==> config.mk <==
export PLATFORM = sky130hd
export DESIGN_NAME = cwfr_ctrl
export DESIGN_NICKNAME = d
export VERILOG_FILES = /design/src/rtl/cwfr_pkg.sv /design/src/rtl/cwfr_ctrl.sv
export SDC_FILE = /design/constraint.sdc
export NUM_CORES = 1
export LEC_CHECK = 0
export BUFFER_PORTS_ARGS = -buffer_cell sky130_fd_sc_hd__buf_2
export CORE_AREA = 2 2 39 41
export DETAILED_ROUTE_END_ITERATION = 10
export DIE_AREA = 0 0 41 43
export PLACE_DENSITY = 0.45
export SKIP_CTS_REPAIR_TIMING = 1
export SLEW_MARGIN = 20
export SYNTH_ARGS = -nofsm -noshare
export SYNTH_HDL_FRONTEND = slang
export SYNTH_SLANG_ARGS = --single-unit
==> constraint.sdc <==
create_clock -name clk -period 1.2 [get_ports clk]
set_input_delay 0.18 -clock clk [delete_from_list [all_inputs] [get_ports clk]]
set_output_delay 0.18 -clock clk [all_outputs]
set_load 0.005 [all_outputs]
==> src/rtl/cwfr_pkg.sv <==
`timescale 1ns / 1ps

package cwfr_pkg;

    // Frame status codes
    typedef enum logic [1:0] {
        ERR_OK  = 2'd0,
        ERR_HDR = 2'd1,
        ERR_SUM = 2'd2,
        ERR_LEN = 2'd3
    } err_t;

    // Result kinds
    localparam logic KIND_WRITE  = 1'b0;
    localparam logic KIND_STATUS = 1'b1;

    // Item function codes
    localparam logic FUNC_BYTE = 1'b0;
    localparam logic FUNC_TICK = 1'b1;

    // Config register map
    localparam int CFG_IDX_W = 8;
    localparam logic [CFG_IDX_W-1:0] CFG_HDR_FIRST  = 8'd0;
    localparam logic [CFG_IDX_W-1:0] CFG_HDR_SECOND = 8'd1;
    localparam logic [CFG_IDX_W-1:0] CFG_SIL_RELOAD = 8'd2;
    localparam logic [CFG_IDX_W-1:0] CFG_REINIT_THR = 8'd3;

    // Register reset values
    localparam logic [7:0] RST_HDR_FIRST  = 8'h41;
    localparam logic [7:0] RST_HDR_SECOND = 8'h4b;
    localparam logic [7:0] RST_SIL_RELOAD = 8'd20;
    localparam logic [7:0] RST_REINIT_THR = 8'd10;
    localparam logic [7:0] RST_SILENCE    = 8'd20;

    // Shortest legal frame: two header bytes, length, checksum slot
    localparam logic [7:0] MIN_FRAME_LEN = 8'd4;
    localparam logic [7:0] LEN_BYTE_CNT  = 8'd3;
    localparam logic [7:0] FIRST_PAIR    = 8'd4;

    typedef struct packed {
        logic accept;     // input side may take an item
        logic recv;       // frame reception in progress
        logic rd_load;    // point pair index at first pair
        logic rd_en;      // frame buffer read
        logic rd_hi;      // read second byte of pair
        logic cap_addr;   // latch address byte from buffer
        logic emit_write; // load write item into output register
        logic rd_step;    // advance to next pair
        logic emit_stat;  // load status item into output register
    } cwfr_cmd_t;

    typedef struct packed {
        logic started;    // frame start byte taken
        logic done;       // frame ended on this item
        logic ok;         // frame passed all checks
        logic has_pair;   // another full pair remains
        logic out_free;   // output register can take a result
    } cwfr_stat_t;

endpackage

==> src/rtl/cwfr_ctrl.sv <==
`timescale 1ns / 1ps

module cwfr_ctrl (
    input  logic                clk,
    input  logic                rst_n,
    input  cwfr_pkg::cwfr_stat_t stat,
    output cwfr_pkg::cwfr_cmd_t  cmd
);
    import cwfr_pkg::*;

    typedef enum logic [2:0] {
        S_IDLE,
        S_RECV,
        S_PAIR_A,
        S_PAIR_D,
        S_PAIR_W,
        S_STATUS
    } state_t;

    state_t state_reg;
    state_t state_next;

    always_comb
    begin
        cmd        = '0;
        state_next = state_reg;
        unique case (state_reg)
            S_IDLE, S_RECV:
            begin
                cmd.accept = 1'b1;
                cmd.recv   = (state_reg == S_RECV);
                if (stat.done)
                begin
                    if (stat.ok)
                    begin
                        cmd.rd_load = 1'b1;
                        state_next  = S_PAIR_A;
                    end
                    else
                    begin
                        state_next = S_STATUS;
                    end
                end
                else if (stat.started)
                begin
                    state_next = S_RECV;
                end
            end
            S_PAIR_A:
            begin
                if (stat.has_pair)
                begin
                    cmd.rd_en  = 1'b1;
                    state_next = S_PAIR_D;
                end
                else
                begin
                    state_next = S_STATUS;
                end
            end
            S_PAIR_D:
            begin
                cmd.rd_en    = 1'b1;
                cmd.rd_hi    = 1'b1;
                cmd.cap_addr = 1'b1;
                state_next   = S_PAIR_W;
            end
            S_PAIR_W:
            begin
                cmd.rd_hi = 1'b1;
                if (stat.out_free)
                begin
                    cmd.emit_write = 1'b1;
                    cmd.rd_step    = 1'b1;
                    state_next     = S_PAIR_A;
                end
            end
            S_STATUS:
            begin
                if (stat.out_free)
                begin
                    cmd.emit_stat = 1'b1;
                    state_next    = S_IDLE;
                end
            end
            default:
            begin
                state_next = S_IDLE;
            end
        endcase
    end

    always_ff @(posedge clk or negedge rst_n)
    begin
        if (!rst_n)
        begin
            state_reg <= S_IDLE;
        end
        else
        begin
            state_reg <= state_next;
        end
    end

endmodule

==> results.yml <==
critical_path:
  cp-end-kind: "output pin"
  required_ns: 1.02
  worst_setup_path_start_kind: "flip-flop"
  critPathArrivalTime_ns: 1.15
  path_class: "reg -> out"
  rrSetupSlack_ns: -0.05
  crit_fanout: 6
floorplanning:
  die_h_um: 43
  core_area_um2: 1380
  die_x_um: 41
  ios: 16
  num_rows: 14
  initial_core_util_pct: 17.4
  dieArea_um2: 1760
layout:
  area_growth_pct: 79.2
  largest_reg_flops: 3
  fin_nets: 63
  num-fill-cells: 159
  diodes: 0
  layout-drive-gt1-share_pct: 60.0
  layout_commonest_cell: "buf_2"
  final_cell_mix: "buf_2 (15), nor2_2 (4), buf_4 (4), clkbuf_4 (3)"
  fin_area_um2: 430
placed_design:
  place_congestion: 0.641
  io_buffers: 15
  placed_area_um2: 353
  dp_hpwl_um: 496
  place_ws_ns: 0.00729
detailed_routing:
  viasPerCell: 4.25
  routed-via-count: 302
  routedWlPerCell_um: 9.15
  drt_iter0_drc: 1
  dr.pass1.iters: 2
  drt-total-wl_um: 650
  antenna_left: 0
  drc: 0
run_status:
  outcome: "complete, but fails checks"
  violations: "negative setup slack"
yosys:
  avgSynthCellArea_um2: 7.28
  syn_area_um2: 240
  synth_cell_types: 19
  synth_fp_nets: 40
  synth-warning-count: 0
  synth.yosys.seq_area_share_pct: 31.3
  synth.largest_area_cell: "dfrtp_1"
  ys_seq_elements: 3
  syn_inst: 33
  synth.area.top_cells: "dfrtp_1 (31%), nor2_1 (7.8%), buf_2 (6.3%)"
  synth_top_area_share_pct: 31.3
global_route:
  grt_usage_pct: 8.84
  grt_pass1_wl_um: 1010
  grt_pass1_vias: 271
  grt_max_degree: 11
  antenna_found_initial: 0
  grt_overflow: 0
cts:
  clkTransAtPathRegs_ns: 0.03
  cts_num_sinks: 3
  cts_root_buf: "clkbuf_4"
  cts_buffer_depth: 2
  cts_tree: "done"
  htreeDepth: 1
  clk_latency_ns: 0.23
  numCtsBuffers: 3
sta:
  fin_setup_tns_ns: -0.676
  rsz0062_at_grt: "yes"
  slew_headroom_pct: 89.1
  min_period_ns: 1.33
  clock_skew_ns: 0.00284
  report.final.slew_viol_count: 0
  finalCritPeriodShare_pct: 111
  setup_viol: 9
  tightest_slew_ns: 0.162
  fmax_ghz: 0.751
  setup_ws_ns: -0.132
  finalHoldViolCount: 0
worst_hold_path:
  worstHoldPathType: "in -> reg"
pwr:
  vdd_drop_max_mv: 1.01
  p_per_area_nw_per_um2: 2450
  p_leak_nw: 0.223
flow_run:
  maxCapViolCount: 0
-- worst max-delay path, cell delays in order (launching register included) --
cell and delay, ns:
dfrtp_2 0.43, buf_6 0.14, nand2_2 0.05, nor2_2 0.04, a21o_1 0.14, buf_2 0.12
-- final cells by class --
class	count	area [um^2]	area share, %
timing repair buffer	22	138	32.0
tap	16	20.0	4.65
clock buffer	4	26.3	6.10
multi-input combinational	25	166	38.7
inverter	1	3.75	0.872
sequential	3	76.3	17.7
-- cells in the mapped netlist --
library cell,instances
o211ai_1,1
nand3b_1,2
nand2_1,4
inv_1,1
and2_1,1
nor2b_1,2
or4_1,1
a21oi_1,1
o21a_1,1
nor2_1,5
and3_1,1
nor3b_1,1
o22ai_1,2
a21o_1,1
buf_2,3
o21ai_0,1
buf_4,1
nor3_1,1
dfrtp_1,3
-- kinds of logic (layout without fill, tap and decap cells) --
family	after synthesis	after routing	synth area share, %
and+or+nand+nor	18	18	39.1
DFF	3	3	31.2
buffers and inverters	5	27	10.9
AOI/OAI and AO/OA	7	7	18.7
-- final timing paths --
check                                    startpoint                  endpoint  depth (start not counted)
min                                         stat[0]  state_reg[2]$_DFFE_PN0P_                          2
max reg2reg                state_reg[1]$_DFFE_PN0P_  state_reg[0]$_DFFE_PN0P_                          4
max                        state_reg[1]$_DFFE_PN0P_                    cmd[4]                          5
min in group asynchronous                     rst_n  state_reg[0]$_DFFE_PN0P_                          2
min reg2reg                state_reg[2]$_DFFE_PN0P_  state_reg[2]$_DFFE_PN0P_                          2
max in group asynchronous                     rst_n  state_reg[1]$_DFFE_PN0P_                          2
-- report_power, final --
group          internal, mW  leakage [nW]  switching, mW
Clock                 0.124        0.0150         0.0508
Combinational         0.375         0.173          0.298
Sequential            0.155        0.0359         0.0526
Total                 0.655         0.223          0.402
-- per-stage QoR --
step           cells  hold WS (ns)  utilization, %  power [mW]
2_1_floorplan     33        -0.116               -       0.527
3_3_place_gp      65       -0.0183            25.5       0.771
3_5_place_dp      65       -0.0182            25.5       0.761
4_1_cts           69        -0.269            27.4       0.946
5_1_grt           71         0.198            31.1        1.16
6_report          71         0.192            31.1        1.06
-- layer usage --
layer	wire (um)	track usage, %	part of all wire, %	vias up
met1	254	9.35	39	138
met4	0	4.00	0	0
met5	0	0	0	-
met3	34	6.28	5.2	0
li1	-	-	-	157
met2	361	12.8	56	7
(Power assumes the default switching activity.)
