**src/rtl/cwfr_pkg.sv**
```systemverilog
`timescale 1ns / 1ps

package cwfr_pkg;

    // Frame status codes
    typedef enum logic [1:0] {
        ERR_OK  = 2'd0,
        ERR_HDR = 2'd1,
        ERR_SUM = 2'd2,
        ERR_LEN = 2'd3
    } err_t;

    // Result kinds
    localparam logic KIND_WRITE  = 1'b0;
    localparam logic KIND_STATUS = 1'b1;

    // Item function codes
    localparam logic FUNC_BYTE = 1'b0;
    localparam logic FUNC_TICK = 1'b1;

    // Config register map
    localparam int CFG_IDX_W = 8;
    localparam logic [CFG_IDX_W-1:0] CFG_HDR_FIRST  = 8'd0;
    localparam logic [CFG_IDX_W-1:0] CFG_HDR_SECOND = 8'd1;
    localparam logic [CFG_IDX_W-1:0] CFG_SIL_RELOAD = 8'd2;
    localparam logic [CFG_IDX_W-1:0] CFG_REINIT_THR = 8'd3;

    // Register reset values
    localparam logic [7:0] RST_HDR_FIRST  = 8'h41;
    localparam logic [7:0] RST_HDR_SECOND = 8'h4b;
    localparam logic [7:0] RST_SIL_RELOAD = 8'd20;
    localparam logic [7:0] RST_REINIT_THR = 8'd10;
    localparam logic [7:0] RST_SILENCE    = 8'd20;

    // Shortest legal frame: two header bytes, length, checksum slot
    localparam logic [7:0] MIN_FRAME_LEN = 8'd4;
    localparam logic [7:0] LEN_BYTE_CNT  = 8'd3;
    localparam logic [7:0] FIRST_PAIR    = 8'd4;

    typedef struct packed {
        logic accept;     // input side may take an item
        logic recv;       // frame reception in progress
        logic rd_load;    // point pair index at first pair
        logic rd_en;      // frame buffer read
        logic rd_hi;      // read second byte of pair
        logic cap_addr;   // latch address byte from buffer
        logic emit_write; // load write item into output register
        logic rd_step;    // advance to next pair
        logic emit_stat;  // load status item into output register
    } cwfr_cmd_t;

    typedef struct packed {
        logic started;    // frame start byte taken
        logic done;       // frame ended on this item
        logic ok;         // frame passed all checks
        logic has_pair;   // another full pair remains
        logic out_free;   // output register can take a result
    } cwfr_stat_t;

endpackage

```
**src/rtl/cwfr_ram.sv**
```systemverilog
`timescale 1ns / 1ps

module cwfr_ram #(
    parameter int WIDTH = 8,
    parameter int DEPTH = 64
) (
    input  logic                     clk,
    input  logic                     we,
    input  logic [$clog2(DEPTH)-1:0] waddr,
    input  logic [WIDTH-1:0]         wdata,
    input  logic                     re,
    input  logic [$clog2(DEPTH)-1:0] raddr,
    output logic [WIDTH-1:0]         rdata
);

    logic [WIDTH-1:0] mem [DEPTH];

    always_ff @(posedge clk)
    begin
        if (we)
        begin
            mem[waddr] <= wdata;
        end
        if (re)
        begin
            rdata <= mem[raddr];
        end
    end

endmodule

```
**src/rtl/cwfr_dp.sv**
```systemverilog
`timescale 1ns / 1ps

module cwfr_dp #(
    parameter int MAX_FRAME = 64
) (
    input  logic                               clk,
    input  logic                               rst_n,
    // input items
    input  logic                               in_valid,
    input  logic                               func,
    input  logic [7:0]                         rx_byte,
    input  logic                               frame_start,
    // config writes
    input  logic                               cfg_valid,
    input  logic [cwfr_pkg::CFG_IDX_W-1:0]     cfg_index,
    input  logic [7:0]                         cfg_data,
    // result items
    output logic                               out_valid,
    input  logic                               out_stall,
    output logic                               kind,
    output logic [7:0]                         write_addr,
    output logic [7:0]                         write_data,
    output logic [1:0]                         status_code,
    output logic                               link_reset,
    output logic                               last,
    // control
    input  cwfr_pkg::cwfr_cmd_t                cmd,
    output cwfr_pkg::cwfr_stat_t               stat
);
    import cwfr_pkg::*;

    localparam int AW = $clog2(MAX_FRAME);
    localparam logic [7:0] MAX_LEN = 8'(MAX_FRAME);

    // config
    logic [7:0] hdr_first_reg;
    logic [7:0] hdr_second_reg;
    logic [7:0] sil_reload_reg;
    logic [7:0] reinit_thr_reg;

    // frame state
    logic [7:0] byte_cnt_reg;
    logic [7:0] frame_len_reg;
    logic [7:0] sum_reg;
    logic [7:0] hdr0_reg;
    logic [7:0] hdr1_reg;
    logic [7:0] silence_reg;
    err_t       err_reg;
    err_t       err_next;

    // pair readout
    logic [7:0] rd_idx_reg;
    logic [7:0] addr_hold_reg;
    logic [7:0] rd_data;
    logic [7:0] rd_idx_hi;
    logic [AW-1:0] ram_raddr;

    // output register
    logic       out_valid_reg;
    logic       kind_reg;
    logic [7:0] waddr_reg;
    logic [7:0] wdata_reg;
    err_t       ecode_reg;
    logic       lreset_reg;
    logic       last_reg;

    logic       fire;
    logic       tick;
    logic       start;
    logic       take;
    logic [7:0] cnt_base;
    logic [7:0] cnt_new;
    logic [7:0] sum_new;
    logic       len_end;
    logic       frm_end;
    logic       ram_we;
    logic       out_load;

    assign fire     = in_valid & cmd.accept;
    assign tick     = fire & (func == FUNC_TICK);
    assign start    = frame_start & (func == FUNC_BYTE);
    assign take     = fire & (func == FUNC_BYTE) & (frame_start | cmd.recv);
    assign cnt_base = start ? 8'd0 : byte_cnt_reg;
    assign cnt_new  = cnt_base + 8'd1;
    assign sum_new  = (start ? 8'd0 : sum_reg) + rx_byte;
    assign len_end  = (cnt_new == LEN_BYTE_CNT) &
                      ((rx_byte < MIN_FRAME_LEN) | (rx_byte > MAX_LEN));
    assign frm_end  = (cnt_new > LEN_BYTE_CNT) & (cnt_new == frame_len_reg);
    assign ram_we   = take & (cnt_base < MAX_LEN);

    always_comb
    begin
        if (len_end)
        begin
            err_next = ERR_LEN;
        end
        else if ((hdr0_reg != hdr_first_reg) || (hdr1_reg != hdr_second_reg))
        begin
            err_next = ERR_HDR;
        end
        else if (sum_new != 8'd0)
        begin
            err_next = ERR_SUM;
        end
        else
        begin
            err_next = ERR_OK;
        end
    end

    assign rd_idx_hi = rd_idx_reg + 8'd1;
    assign ram_raddr = cmd.rd_hi ? rd_idx_hi[AW-1:0] : rd_idx_reg[AW-1:0];
    assign out_load  = cmd.emit_write | cmd.emit_stat;

    assign stat.started  = take & start;
    assign stat.done     = take & (len_end | frm_end);
    assign stat.ok       = (err_next == ERR_OK);
    assign stat.has_pair = ({1'b0, rd_idx_reg} + 9'd1) < {1'b0, frame_len_reg};
    assign stat.out_free = ~out_valid_reg | ~out_stall;

    cwfr_ram #(
        .WIDTH (8),
        .DEPTH (MAX_FRAME)
    ) u_store (
        .clk   (clk),
        .we    (ram_we),
        .waddr (cnt_base[AW-1:0]),
        .wdata (rx_byte),
        .re    (cmd.rd_en),
        .raddr (ram_raddr),
        .rdata (rd_data)
    );

    // control state
    always_ff @(posedge clk or negedge rst_n)
    begin
        if (!rst_n)
        begin
            hdr_first_reg  <= RST_HDR_FIRST;
            hdr_second_reg <= RST_HDR_SECOND;
            sil_reload_reg <= RST_SIL_RELOAD;
            reinit_thr_reg <= RST_REINIT_THR;
            byte_cnt_reg   <= '0;
            frame_len_reg  <= '0;
            sum_reg        <= '0;
            silence_reg    <= RST_SILENCE;
            err_reg        <= ERR_OK;
            rd_idx_reg     <= '0;
            out_valid_reg  <= 1'b0;
        end
        else
        begin
            if (cfg_valid)
            begin
                unique case (cfg_index)
                    CFG_HDR_FIRST:  hdr_first_reg  <= cfg_data;
                    CFG_HDR_SECOND: hdr_second_reg <= cfg_data;
                    CFG_SIL_RELOAD: sil_reload_reg <= cfg_data;
                    CFG_REINIT_THR: reinit_thr_reg <= cfg_data;
                    default:        ;
                endcase
            end

            if (take)
            begin
                byte_cnt_reg <= cnt_new;
                sum_reg      <= sum_new;
                if (start)
                begin
                    frame_len_reg <= '0;
                end
                if (cnt_new == LEN_BYTE_CNT)
                begin
                    frame_len_reg <= rx_byte;
                end
            end

            if (tick && (silence_reg != 8'd0))
            begin
                silence_reg <= silence_reg - 8'd1;
            end
            else if (stat.done && stat.ok)
            begin
                silence_reg <= sil_reload_reg;
            end

            if (stat.done)
            begin
                err_reg <= err_next;
            end

            if (cmd.rd_load)
            begin
                rd_idx_reg <= FIRST_PAIR;
            end
            else if (cmd.rd_step)
            begin
                rd_idx_reg <= rd_idx_reg + 8'd2;
            end

            if (out_load)
            begin
                out_valid_reg <= 1'b1;
            end
            else if (!out_stall)
            begin
                out_valid_reg <= 1'b0;
            end
        end
    end

    // payload
    always_ff @(posedge clk)
    begin
        if (take && (cnt_base == 8'd0))
        begin
            hdr0_reg <= rx_byte;
        end
        if (take && (cnt_base == 8'd1))
        begin
            hdr1_reg <= rx_byte;
        end
        if (cmd.cap_addr)
        begin
            addr_hold_reg <= rd_data;
        end
        if (cmd.emit_write)
        begin
            kind_reg   <= KIND_WRITE;
            waddr_reg  <= addr_hold_reg;
            wdata_reg  <= rd_data;
            ecode_reg  <= ERR_OK;
            lreset_reg <= 1'b0;
            last_reg   <= 1'b0;
        end
        else if (cmd.emit_stat)
        begin
            kind_reg   <= KIND_STATUS;
            waddr_reg  <= '0;
            wdata_reg  <= '0;
            ecode_reg  <= err_reg;
            lreset_reg <= (silence_reg < reinit_thr_reg);
            last_reg   <= 1'b1;
        end
    end

    assign out_valid   = out_valid_reg;
    assign kind        = kind_reg;
    assign write_addr  = waddr_reg;
    assign write_data  = wdata_reg;
    assign status_code = ecode_reg;
    assign link_reset  = lreset_reg;
    assign last        = last_reg;

endmodule

```
**config.mk**
```make
export PLATFORM = sky130hd
export DESIGN_NAME = cwfr_dp
export DESIGN_NICKNAME = d
export VERILOG_FILES = /design/src/rtl/cwfr_pkg.sv /design/src/rtl/cwfr_ram.sv /design/src/rtl/cwfr_dp.sv
export SDC_FILE = /design/constraint.sdc
export NUM_CORES = 1
export LEC_CHECK = 0
export BUFFER_PORTS_ARGS = -buffer_cell sky130_fd_sc_hd__buf_2
export CORE_MARGIN = 8
export CORE_UTILIZATION = 35
export DETAILED_ROUTE_END_ITERATION = 10
export PLACE_DENSITY = 0.55
export SLEW_MARGIN = 30
export SYNTH_ARGS = -nofsm -noshare
export SYNTH_HDL_FRONTEND = slang
export SYNTH_SLANG_ARGS = --single-unit
export TNS_END_PERCENT = 20
```
**constraint.sdc**
```tcl
create_clock -name clk -period 8.7 [get_ports clk]
set_input_delay 0.87 -clock clk [delete_from_list [all_inputs] [get_ports clk]]
set_output_delay 0.87 -clock clk [all_outputs]
set_load 0.02 [all_outputs]
```
==> impl_metrics.csv, run 1 <==
group,metric,value,unit
detailed_routing,dr.first_iter.drc_count,927,
clock_network,cts_buffers,69,
detailed_routing,dr.pass1.iters,5,
place,routabilityCongestion,0.763,
sta,fin_skew,0.0280,ns
setup_path,r2r_slack,4.49,ns
layout,instances_no_fill,2507,
power,power.leakage,0.00982,uW
logic_synthesis,synth_ff_type,"edfxtp_1",
clock_network,postCtsSetupRepairBufs,0,
layout,largest_reg_flops,512,
layout,layout_commonest_cell,"edfxtp_1",
clock_network,cts_tree,"yes",
detailed_routing,routed_wl,59300,um
grt,grt_util_all_layers,14.3,%
power,power_frac_clock,40.2,%
power,p_comb_share,10.3,%
clock_network,path_clk_slew,0.06,ns
power,p_switching,1680,uW
layout,fill_cells,6620,
logic_synthesis,synth-edff-count,560,
sta,period_share,56.2,%
logic_synthesis,syn-num-nets,1464,
setup_path,cp-start-kind,"primary input",
logic_synthesis,yosysWarnings,0,
place,place_ws,3.81,ns
clock_network,cts.sinks,638,
sta,fmax,0.205,GHz
setup_path,crit_end,"stat[3]",
clock_network,clock_latency,0.62,ns
grt,antenna_found_initial,4,
detailed_routing,drc,0,
layout,syn2layout_area_growth,14.1,%
sta,fin_ws,3.81,ns
setup_path,crit_fanout,24,
place,port_buffers,66,
grt,grt-ovfl-total,0,
die,io_pins,67,
clock_network,clock_path_buffers,3,
detailed_routing,ant_nets,0,
layout,design_area,29700,um^2
power,switching_share,23.8,%
clock_network,root_buffer,"clkbuf_16",
place,dp_hpwl,35800,um
sta,worstMarginPinSlew,0.960,ns
sta,tns,0,ns
setup_path,reg2reg_depth,7,
place,placed_cells,2384,
setup_path,crit_path_start,"func",
clock_network,cts.repair.resized,0,
die,die_h,289,um
sta,setup_viol,0,
hold_path,worst_hold_path_type,"primary input to asynchronous set/reset pin",
setup_path,worstPathArrival,4.02,ns
power,vdd_drop_max,145,uV
sta,rsz0062_at_grt,"false",
sta,period_minus_slack,4.89,ns
grt,grt_max_degree,109,
logic_synthesis,syn-instance-count,1395,
logic_synthesis,synth_area,26000,um^2
logic_synthesis,avgSynthCellArea,18.7,um^2
run_status,status,"completed",
setup_path,critical_path_class,"primary input to output pin",
flow_run,drv_cap,0,
clock_network,hold_buffers,0,
sta,maxSlewViolCount,0,
detailed_routing,vias,13000,
grt,grt_pass1_vias,13300,
logic_synthesis,synth.distinct_cells,67,
layout,num-nets-final,1556,
grt,grt_pass1_wl,88200,um
sta,slew_headroom,35.8,%
layout,drive_above_1_share,26.4,%
die,row_count,100,
layout,top_register,"u_store.mem",
die,coreArea,74100,um^2
die,die_w,289,um
detailed_routing,vias_per_cell,5.18,
power,power.internal,5380,uW
logic_synthesis,ys_ff_latch,638,
layout,final_cell_mix,"edfxtp_1 (560), mux4_2 (160), nor2_1 (107), clkbuf_16 (70), nand2_1 (69)",
die,start_util,35.1,%
power,sequentialPowerShare,49.6,%
sta,hold_viol,0,
die,dieArea,83300,um^2
setup_path,required,7.83,ns
setup_path,r2r_start,"rd_idx_reg[1]",
place,placement.cell_area,27500,um^2
logic_synthesis,ys_seq_area_share,72.1,%
detailed_routing,routedWlPerCell,23.7,um
setup_path,end_kind,"output pin",
logic_synthesis,async_reset_ff_share,11.6,%
power,cellPowerDensity,238,nW/um^2
clock_network,htreeDepth,3,
setup_path,timing.rr.end,"u_store.rdata[7]",
==> cell usage after synthesis, types with 3 or more instances <==
cell type / instances / area share (%)
xor2_1: 24 / 0.81
or3_1: 7 / 0.17
and3_1: 3 / 0.072
nand2_1: 69 / 1.0
inv_1: 35 / 0.50
a211oi_1: 4 / 0.12
dfrtp_1: 62 / 6.0
a21oi_1: 17 / 0.33
o21ai_0: 39 / 0.75
nor3_1: 7 / 0.13
nor4_1: 7 / 0.17
nand4_1: 8 / 0.19
a31oi_1: 4 / 0.096
edfxtp_1: 560 / 65
and2_1: 27 / 0.65
nor2b_1: 5 / 0.12
buf_1: 17 / 0.25
buf_2: 3 / 0.058
mux2_2: 41 / 1.8
mux2i_1: 13 / 0.50
xnor2_1: 10 / 0.34
dfxtp_1: 4 / 0.31
nor3b_1: 4 / 0.12
nand2b_1: 5 / 0.12
nand3_1: 21 / 0.40
ha_1: 28 / 1.3
dfstp_2: 12 / 1.2
or4_1: 3 / 0.087
clkbuf_1: 41 / 0.59
nor2_1: 107 / 1.5
o211a_1: 3 / 0.12
mux4_2: 160 / 14
==> worst min-delay path by stage <==
stage / from / to / cells after the start
after floorplan: u_store.rdata[0] / addr_hold_reg[0] / 0
after global placement: u_store.rdata[6] / addr_hold_reg[6] / 0
after detailed placement: u_store.rdata[6] / addr_hold_reg[6] / 0
after CTS: rst_n / silence_reg[1] / 1
after global routing: rst_n / silence_reg[1] / 1
final: rst_n / silence_reg[1] / 1
==> metal layers <==
metal / part of all wire (%) / global-route usage, %
met2: 49 / 23.3
met1: 44 / 19.7
met5: 0 / 0
met4: 1.8 / 3.86
met3: 5.2 / 2.41
==> power groups by stage <==
stage	Combinational, uW	Clock, uW	Sequential [uW]
3_5_place_dp	729	0	3560
2_1_floorplan	486	0	3550
6_report	724	2830	3500
5_1_grt	800	3010	3510
4_1_cts	732	2900	3500
3_3_place_gp	712	0	3560
==> per-stage QoR <==
| stage | power [uW] | util, % | hold slack (ns) |
|---|---|---|---|
| 3_3_place_gp | 4270 | 37.1 | 0.437 |
| 6_report | 7060 | 40.1 | 0.0741 |
| 2_1_floorplan | 4030 | - | 0.418 |
| 3_5_place_dp | 4290 | 37.1 | 0.439 |
| 5_1_grt | 7320 | 40.1 | 0.0547 |
| 4_1_cts | 7140 | 40.0 | 0.0319 |
==> critical path, stage by stage <==
cell,delay [ns]
buf_2,0.12
nand2b_1,0.13
buf_4,0.26
nand2_1,0.20
inv_1,0.15
ha_1,0.33
o21ba_2,0.20
a2111oi_0,0.39
o211ai_1,0.20
nor4b_1,0.42
o21a_1,0.27
nor2_1,0.07
nor2_1,0.18
buf_2,0.20
==> logic make-up after synthesis <==
| family | Yosys count | share of synthesized area, % |
|---|---|---|
| adders and majority gates | 29 | 1.42 |
| xor gates and xnor gates | 35 | 1.23 |
| DFF | 638 | 72.1 |
| muxes | 214 | 16.1 |
| AOI/OAI and AO/OA | 93 | 2.32 |
| and+or+nand+nor | 287 | 5.31 |
| buffers and inverters | 99 | 1.50 |
==> layout make-up <==
cell class                 instances  area, um^2  area share [%]
timing repair buffer              85         520            1.75
antenna                            1        2.50         0.00842
tap                              969        1210            4.08
multi-input combinational        658        6880            23.2
inverter                          35         131           0.442
sequential                       638       18800            63.2
clock buffer                      87        1870            6.28
clock inverter                    34         320            1.08
No activity file was read; power rests on OpenSTA's default activity.
==> inputs of run 2 (changes only) <==
Clock period 8.7 ns to 4.9 ns, I/O delays scaled along.
==> run 2 against run 1 <==
Sequential share of layout area is 0.51 points lower. Clock skew hardly changed. Combinational power is 77% higher. Die area unchanged. Design area is 0.82% higher. Core utilization up 0.33 points. First-iteration DRC count up 35%. Largest power group unchanged.
==> impl_metrics.csv, run 2 (synthesis results as in run 1) <==
group,metric,value,unit
run_status,status,"completed",
hold_path,worst_hold_path_type,"primary input to flip-flop",
grt,grt_pass1_vias,13700,
detailed_routing,dr.pass1.iters,5,
die,row_count,100,
die,coreArea,74100,um^2
place,port_buffers,66,
detailed_routing,drc,0,
layout,final_cell_mix,"edfxtp_1 (560), mux4_2 (160), nor2_1 (106), clkbuf_16 (74), nand2_1 (69)",
setup_path,cpPeakStageDelay,0.53,ns
grt,antenna_found_initial,0,
setup_path,slowest_stage,"or4_1",
grt,grt_max_degree,69,
clock_network,postCtsSetupRepairBufs,0,
die,io_pins,67,
sta,period_share,89.7,%
grt,grt_pass1_wl,91100,um
die,start_util,35.1,%
sta,setup_viol,0,
detailed_routing,dr.first_iter.drc_count,1250,
setup_path,end_kind,"output pin",
clock_network,cts.sinks,638,
place,place_ws,0.466,ns
detailed_routing,wl_met3,3400,um
clock_network,cts.repair.resized,0,
setup_path,r2r_slack,1.34,ns
layout,syn2layout_area_growth,15.1,%
power,vdd_drop_max,249,uV
clock_network,clock_path_buffers,3,
clock_network,clock_latency,0.60,ns
sta,fin_ws,0.503,ns
setup_path,crit_fanout,13,
setup_path,critical_path_class,"primary input to output pin",
setup_path,timing.rr.end,"silence_reg[0]",
hold_path,worstHoldStart,"out_stall",
setup_path,path_delay_family,"simple AND/OR/NAND/NOR gates",
layout,fill_cells,6615,
grt,grt_util_all_layers,14.6,%
sta,fin_skew,0.0276,ns
layout,n_antenna_cell,0,
clock_network,cts_buffers,70,
detailed_routing,ant_nets,0,
flow_run,drv_cap,0,
place,dp_hpwl,37900,um
layout,largest_reg_flops,512,
setup_path,crit_chain,"buf_2 -> nand2b_1 -> and2_1 -> ha_1 -> fa_1 -> xor2_1 -> or3_1 -> or3_1 -> or4_1 -> nor3_1 -> buf_2",
sta,rsz0062_at_grt,"false",
setup_path,required,4.41,ns
clock_network,htreeDepth,3,
layout,top_register,"u_store.mem",
setup_path,reg2reg_depth,10,
die,die_w,289,um
hold_path,min_path_cells,3,
detailed_routing,routed_wl,60600,um
detailed_routing,vias,13200,
detailed_routing,routedWlPerCell,23.8,um
power,power.leakage,0.0100,uW
die,dieArea,83300,um^2
power,cellPowerDensity,420,nW/um^2
setup_path,path_buf_inv,2,
layout,drive_above_1_share,28.3,%
setup_path,worstPathArrival,3.91,ns
die,die_h,289,um
place,routabilityCongestion,0.752,
detailed_routing,routedLengthMet1,27100,um
detailed_routing,wl_met2,29100,um
sta,maxSlewViolCount,0,
hold_path,hold_path_end,"out_valid",
sta,slew_headroom,37.2,%
sta,tns,0,ns
setup_path,cp-start-kind,"primary input",
detailed_routing,top_layer,"met4",
clock_network,root_buffer,"clkbuf_16",
clock_network,cts_tree,"yes",
sta,hold_viol,0,
power,p_total,12600,uW
sta,worstMarginPinSlew,0.938,ns
detailed_routing,vias_per_cell,5.17,
grt,grt-ovfl-total,0,
layout,layout_commonest_cell,"edfxtp_1",
sta,fmax,0.227,GHz
clock_network,path_clk_slew,0.06,ns
sta,period_minus_slack,4.40,ns
layout,num-nets-final,1592,
setup_path,r2r_start,"sum_reg[0]",
run 2: cell count changes in the layout (fill, tap and decap cells not counted), moves of 3 or more:
cell	before	now
clkbuf_8	6	2
clkbuf_1	12	16
clkinv_1	15	9
buf_4	17	53
inv_6	3	0
clkbuf_16	70	74
clkinv_2	6	14
run 2: metrics by stage:
stage	cells	cell area, um^2	hold slack (ns)	utilization, %
2_1_floorplan	1395	26000	0.194	-
3_3_place_gp	2419	27700	0.434	37.5
3_5_place_dp	2419	27700	0.440	37.5
4_1_cts	2544	29900	0.112	40.4
5_1_grt	2544	29900	0.141	40.4
6_report	2544	29900	0.146	40.4
run 2: worst max path at each step:
stage                     start        endpoint  slack, ns  cells past startpoint
final                      func         stat[2]       0.50                     11
after global routing       func         stat[3]       0.26                     13
after CTS                  func         stat[2]       0.51                     11
after detailed placement   func  silence_reg[1]       0.47                     12
after global placement     func  silence_reg[1]       0.55                     12
after floorplan            func         stat[2]       0.90                     11
run 2: layer usage:
metal  vias up  track usage, %
li1       5796               -
met1      6902            20.2
met2       379            23.9
met3        81            2.60
met4         0            3.94
met5         -               0
run 2: layout make-up:
type	count	area [um^2]	area share (%)
Clock inverter	32	260	0.869
Clock buffer	92	1930	6.45
Inverter	35	131	0.439
Timing Repair Buffer	120	762	2.54
Tap cell	969	1210	4.05
Sequential cell	638	18800	62.7
Multi-Input combinational cell	658	6880	23.0
run 2: worst min-delay path, stage by stage:
cell and delay [ns]:
buf_2 0.07, nand2_1 0.06, nand3_1 0.08
run 2: repair_timing:
action	4_1_cts	5_1_grt
hold buffers	1	0
endpoints found under the setup margin	0	0
endpoints found under the hold margin	31	0
run 2: report_power, final:
| part | internal (uW) | total [uW] | switching (uW) |
|---|---|---|---|
| Sequential | 6090 | 6250 | 164 |
| Combinational | 544 | 1280 | 733 |
| Clock | 2940 | 5040 | 2090 |
